$ cat src/rtl/core/swc2d_pkg.sv
// ============================================================================
// swc2d_pkg: shared definitions for the 2-D sliding window convolution unit
// Kernel geometry, field widths, register codes and the stage structs that
// travel between the line buffer, the window cells and the top level.
// ============================================================================
package swc2d_pkg;

  localparam int KERNEL_SIZE = 3;
  localparam int MAX_WIDTH   = 1024;
  localparam int MAX_HEIGHT  = 4096;
  localparam int SAMPLE_BITS = 16;

  localparam int LINE_ROWS = KERNEL_SIZE - 1;
  localparam int HALF      = KERNEL_SIZE / 2;
  localparam int COL_W     = $clog2(MAX_WIDTH);
  localparam int ROW_W     = $clog2(MAX_HEIGHT);

  localparam int FW_W       = 11;
  localparam int FH_W       = 13;
  localparam int CFG_DATA_W = 13;
  localparam int CFG_IDX_W  = 1;
  localparam int TAP_IDX_W  = 4;
  localparam int VALUE_W    = 16;
  localparam int ACC_W      = 40;
  localparam int PROD_W     = 2 * SAMPLE_BITS;

  // Configuration register indexes.
  localparam logic [CFG_IDX_W-1:0] REG_FRAME_WIDTH  = 1'b0;
  localparam logic [CFG_IDX_W-1:0] REG_FRAME_HEIGHT = 1'b1;

  // Input item modes.
  localparam logic MODE_TAP    = 1'b0;
  localparam logic MODE_SAMPLE = 1'b1;

  localparam logic [FW_W-1:0] FW_RESET = FW_W'(1024);
  localparam logic [FH_W-1:0] FH_RESET = FH_W'(1024);

  typedef logic signed [SAMPLE_BITS-1:0] sample_t;
  typedef sample_t [KERNEL_SIZE-1:0]     column_t;
  typedef sample_t [LINE_ROWS-1:0]       line_t;
  typedef logic signed [ACC_W-1:0]       acc_t;
  typedef logic signed [PROD_W-1:0]      prod_t;

  // 1.0 in Q8.8.
  localparam sample_t TAP_ONE = sample_t'(256);

  // Position and flags of the result an item produces.
  typedef struct packed {
    logic             res;
    logic             last;
    logic [ROW_W-1:0] row;
    logic [COL_W-1:0] col;
  } meta_t;

  // Payload of the stage behind the input port.
  typedef struct packed {
    logic                 is_sample;
    logic [TAP_IDX_W-1:0] tap_idx;
    sample_t              data;
    logic [COL_W-1:0]     addr;
    meta_t                meta;
  } stage_t;

  // One entry of the output queue.
  typedef struct packed {
    acc_t             result;
    logic             last;
    logic [ROW_W-1:0] row;
    logic [COL_W-1:0] col;
  } out_t;

endpackage

$ cat src/rtl/core/swc2d_cell.sv
// ============================================================================
// swc2d_cell: one column of the convolution window
// Holds a window column and its kernel taps, passes the column to its left
// neighbor on each shift and forms the registered weighted column sum.
// ============================================================================
module swc2d_cell (
  input  logic                               clk,
  input  logic                               rst,
  input  logic                               adv,
  input  logic                               shift,
  input  swc2d_pkg::column_t                 col_in,
  output swc2d_pkg::column_t                 col_out,
  input  logic [swc2d_pkg::KERNEL_SIZE-1:0]  tap_wr,
  input  swc2d_pkg::sample_t                 tap_data,
  output swc2d_pkg::acc_t                    sum
);

  swc2d_pkg::column_t col_q;
  swc2d_pkg::column_t taps;
  swc2d_pkg::prod_t   prod [swc2d_pkg::KERNEL_SIZE];
  swc2d_pkg::acc_t    sum_next;

  always_ff @(posedge clk) begin
    if (shift) begin
      col_q <= col_in;
    end
  end

  always_ff @(posedge clk) begin
    if (rst) begin
      for (int i = 0; i < swc2d_pkg::KERNEL_SIZE; i++) begin
        taps[i] <= swc2d_pkg::TAP_ONE;
      end
    end else begin
      for (int i = 0; i < swc2d_pkg::KERNEL_SIZE; i++) begin
        if (tap_wr[i]) begin
          taps[i] <= tap_data;
        end
      end
    end
  end

  always_ff @(posedge clk) begin
    if (adv) begin
      for (int i = 0; i < swc2d_pkg::KERNEL_SIZE; i++) begin
        prod[i] <= col_q[i] * taps[i];
      end
    end
  end

  always_comb begin
    sum_next = '0;
    for (int i = 0; i < swc2d_pkg::KERNEL_SIZE; i++) begin
      sum_next = sum_next + swc2d_pkg::ACC_W'(prod[i]);
    end
  end

  always_ff @(posedge clk) begin
    if (adv) begin
      sum <= sum_next;
    end
  end

  assign col_out = col_q;

endmodule

$ cat config.mk
export PLATFORM = sky130hd
export DESIGN_NAME = swc2d_cell
export DESIGN_NICKNAME = d
export VERILOG_FILES = /design/src/rtl/core/swc2d_pkg.sv /design/src/rtl/core/swc2d_cell.sv
export SDC_FILE = /design/constraint.sdc
export NUM_CORES = 2
export LEC_CHECK = 0
export CORE_MARGIN = 8
export CORE_UTILIZATION = 61
export CTS_CLUSTER_DIAMETER = 30
export DETAILED_ROUTE_END_ITERATION = 8
export DONT_BUFFER_PORTS = 1
export PLACE_DENSITY = 0.8
export SLEW_MARGIN = 25
export SYNTH_ARGS = -nofsm -noshare
export SYNTH_HDL_FRONTEND = slang
export SYNTH_SLANG_ARGS = --single-unit
$ cat constraint.sdc
create_clock -name clk -period 6.93 [get_ports clk]
set_input_delay 0 -clock clk [delete_from_list [all_inputs] [get_ports clk]]
set_output_delay 0 -clock clk [all_outputs]
set_load 0.03 [all_outputs]
### Word-level counts from Yosys, hierarchy flattened

Memory sizes are Yosys's and may differ from the RTL's.
Cells that the tools add are included.

| word-level totals | value |
|---|---|
| register bits after elaboration | 136 |
| RAM bits | 96 |
| bits of input ports | 71 |
| output and inout bits | 88 |
| word-level logic and storage cells | 15 |
| memories | 1 |

Memory list:

| memory | depth | width | read ports | clocked after memory_dff | write ports | RTL line | text |
|---|---|---|---|---|---|---|---|
| prod | 3 | 32 | 3 | 0 | 3 | swc2d_cell.sv:20 | `swc2d_pkg::prod_t prod [swc2d_pkg::KERNEL_SIZE];` |

| operators by class | value |
|---|---|
| add/subtract/negate cells | 2 |
| $mul | 3 |
| mux-type cells | 2 |

Operators by type and width:

| cell | count |
|---|---|
| $mul A16 B16 Y32 | 3 |
| $add A33 B32 Y34 | 1 |
| $add A32 B32 Y33 | 1 |
| $mux W1 | 2 |

### Logic depth before layout (Yosys ltp)

| depth | value |
|---|---|
| word-level depth | 2 |
| depth in mapped cells | 24 |
| depth with buffers taken out | 22 |

### Worst setup path after synthesis

OpenSTA, ideal clock, no wires.

| timing path | value |
|---|---|
| kind | reg2reg |
| start point | register col_q, in the netlist col_out[47] |
| end point | memory prod[0][95] in the netlist's numbering, data pin |
| library setup time | 260 ps |
| arrival time | 6404 ps |
| required time | 6670 ps |
| path slack | 266 ps |
| cell stages (with the launch flop) | 20 |
| path buffers | 2 |
| period minus slack after synthesis | 6664 ps |
| path through | edfxtp_1 -> clkbuf_1 -> nand2_1 -> inv_1 -> fa_1 -> fa_1 -> fa_1 -> fa_1 -> fa_1 -> fa_1 -> ha_1 -> clkbuf_1 -> a21o_1 -> a21o_1 -> a21o_1 -> or3b_2 -> o21ai_1 -> o2111ai_1 -> a21oi_1 -> xnor2_1 |

RTL lines:

| what | RTL line | text |
|---|---|---|
| start, declared | swc2d_cell.sv:18 | `swc2d_pkg::column_t col_q;` |
| start signal, assigned | swc2d_cell.sv:25 | `col_q <= col_in;` |
| end, declared | swc2d_cell.sv:20 |  |

==> impl_metrics.env <==
export IMPL_fmax_mhz=150
export IMPL_crit_path_max_fanout=17
export IMPL_io_buffers=0
export IMPL_rsz0062_at_grt="false"
export IMPL_io_pins=159
export IMPL_vias_per_cell=5.63
export IMPL_insertion_delay_ns=0.61
export IMPL_finalPower_w=0.0213
export IMPL_critPathArrivalTime_ns=7.00
export IMPL_synth_common_cells="879 x inv_1, 819 x fa_1, 405 x nand2_1, 378 x and2_1, 278 x ha_1"
export IMPL_synth_most_common_cell="inv_1"
export IMPL_fin_hold_ws_ns=0.0249
export IMPL_grt_pass1_vias=30400
export IMPL_status="finished clean"
export IMPL_cts_tree="yes"
export IMPL_fp_dieW_microns=268
export IMPL_die_area_sq_um=71700
export IMPL_yosys_warnings=0
export IMPL_antenna_left=0
export IMPL_synth_seq_cells=226
export IMPL_syn_cell_area_sq_um=38700
export IMPL_h_tree_depth=2
export IMPL_dp_hpwl_microns=73800
export IMPL_die_h_microns=268
export IMPL_gp_congestion=0.888
export IMPL_cp_end_kind="register"
export IMPL_tightest_slew_ns=1.04
export IMPL_grt_pass1_wl_microns=157000
export IMPL_maxSlewViolCount=0
export IMPL_ir_worst_vdd_mv=0.413
export IMPL_drtIter0Drc=2004
export IMPL_fin_util_pct=69.1
export IMPL_root_buffer="clkbuf_16"
export IMPL_synth_edf_count=178
export IMPL_ys_seq_area_share_pct=16.3
export IMPL_wirelength_microns=95400
export IMPL_ys_types=72
export IMPL_syn_nets=4998
export IMPL_drc=0
export IMPL_reg2reg_slack_ns=0.28
export IMPL_grt_max_degree=131
export IMPL_start_kind="register"
export IMPL_maxSlewHeadroom_pct=30.5
export IMPL_layout_nets=5151
export IMPL_clkTransAtPathRegs_ns=0.05
export IMPL_setup_violations=0
export IMPL_hold_path_depth=1
export IMPL_yosysTopAreaCell="fa_1"
export IMPL_yosys_area_top_type_share_pct=42.4
export IMPL_drive_above_1_share_pct=6.57
export IMPL_yosys_top_cells_area="fa_1 42%, edfxtp_1 14%, ha_1 9.0%, inv_1 8.5%, and2_1 6.1%"
export IMPL_row_count=92
export IMPL_initial_core_util_pct=61.6
export IMPL_worstSetupPathType="reg -> reg"
export IMPL_finalCritPeriodShare_pct=96.0
export IMPL_first_pass_iters=5
export IMPL_period_needed_ns=6.65
export IMPL_cts_buffers=57
export IMPL_area_growth_pct=12.2
export IMPL_finalHoldViolCount=0
export IMPL_synthFlopType="edfxtp_1"
export IMPL_maxCapViolations=0
export IMPL_gr_total_overflow=0
export IMPL_post_synth_cell_area_avg_sq_um=10.1
export IMPL_async_reset_ff_share_pct=0
export IMPL_fin_tns_setup_ns=0
export IMPL_wl_per_cell_microns=19.5
export IMPL_power_density_nw_per_um2=490
export IMPL_clock_sinks=226
export IMPL_clock_path_buffers=3
export IMPL_fillCellCount=4435
export IMPL_crit_required_ns=7.28
export IMPL_track_usage_pct=27.7
export IMPL_leakage_nw=21.5
export IMPL_final_setup_skew_ns=0.0336
export IMPL_fp_coreArea_sq_um=62900
export IMPL_hold_path_class="in -> reg"
export IMPL_synth_cells=3830
export IMPL_vias=27500
export IMPL_r2r_cells=21
export IMPL_antenna_found_initial=5
-- through the flow --
stage / setup slack [ns] / instance area, sq um / cells
2_1_floorplan: 0.266 / 38700 / 3830
3_3_place_gp: 0.242 / 40100 / 4655
3_5_place_dp: 0.180 / 40100 / 4655
4_1_cts: 0.0594 / 43100 / 4852
5_1_grt: 0.00208 / 43400 / 4882
6_report: 0.279 / 43400 / 4887
-- metal layers --
metal  GRT usage, %  wire [microns]  share of wire (%)  up-vias
met4           15.0            5850                6.1        0
met1           34.7           35400                 37    14000
li1               -               -                  -    11900
met2           46.0           46300                 49     1230
met3           4.59            7780                8.2      331
met5              0               0                  0        -
-- power by group --
part,total [W],switching (W),internal (W)
clock,0.00288,0.000942,0.00194
combinational,0.0151,0.00884,0.00629
sequential,0.00326,0.000602,0.00265
total,0.0213,0.0104,0.0109
-- layout by cell type (no fill, tap or decap), types with 18 or more instances in the layout --
cell type / instances
o21a_1: 18
nor2_1: 129
mux2i_1: 47
fa_1: 819
ha_1: 278
xnor2_1: 105
buf_4: 122
nand2b_1: 18
o21ai_0: 46
edfxtp_1: 178
clkbuf_16: 61
a21o_1: 45
a21oi_1: 95
nand2_1: 405
and2_1: 378
nor3_1: 18
dlygate4sd3_1: 87
xor2_1: 27
dfxtp_1: 35
inv_1: 879
-- registers in the layout, indices dropped and copies added, names as in the netlist --
name     flops
sum         34
taps        48
prod        96
col_out     48
-- kinds of logic (layout without fill, tap and decap cells) --
family          count (synthesis)  after routing  synth area share, %
xor+xnor                      132            132                 2.99
mux                            47             47                 1.22
flops                         226            226                 16.3
simple gates                 1017           1017                 13.0
other cells                     0             10                    0
compound gates                305            305                 5.30
fa+ha+maj                    1097           1097                 51.4
buf+inv                      1006           1207                 9.82
-- critical path, stage by stage (launching register included) --
cell and delay [ns]:
dfxtp_1 0.85, nand2_1 0.18, fa_1 0.47, inv_1 0.10
fa_1 0.46, fa_1 0.57, fa_1 0.44, fa_1 0.50
inv_1 0.05, fa_1 0.47, inv_1 0.04, ha_1 0.40
nand4_1 0.13, inv_1 0.09, and3_1 0.17, nand4b_1 0.22
a211oi_1 0.52, o41ai_1 0.12, buf_4 0.16, o2111ai_1 0.21
a21oi_1 0.11, xnor2_1 0.13
-- path summary, 6_finish.rpt --
path                                     to       from
worst min-delay path             col_out[5]  col_in[5]
worst max-delay path            prod[0][62]   taps[26]
worst max register to register  prod[0][62]   taps[26]
worst min register to register     taps[37]   taps[37]
-- layout make-up --
class	count	area, sq um	share of cell area (%)
Timing Repair Buffer	221	2030	4.67
Tap cell	846	1060	2.44
Clock buffer	67	1580	3.64
Clock inverter	40	497	1.14
Inverter	879	3300	7.60
Multi-Input combinational cell	2598	28600	65.9
Antenna cell	10	25.0	0.0577
Sequential cell	226	6320	14.6
-- repair_timing --
item,CTS,global route
endpoints found under the hold margin,274,3
buffers inserted,0,24
hold buffers,90,1
gates resized for setup,0,16
endpoints found under the setup margin,0,15
Power figures use the tool's default switching activity.
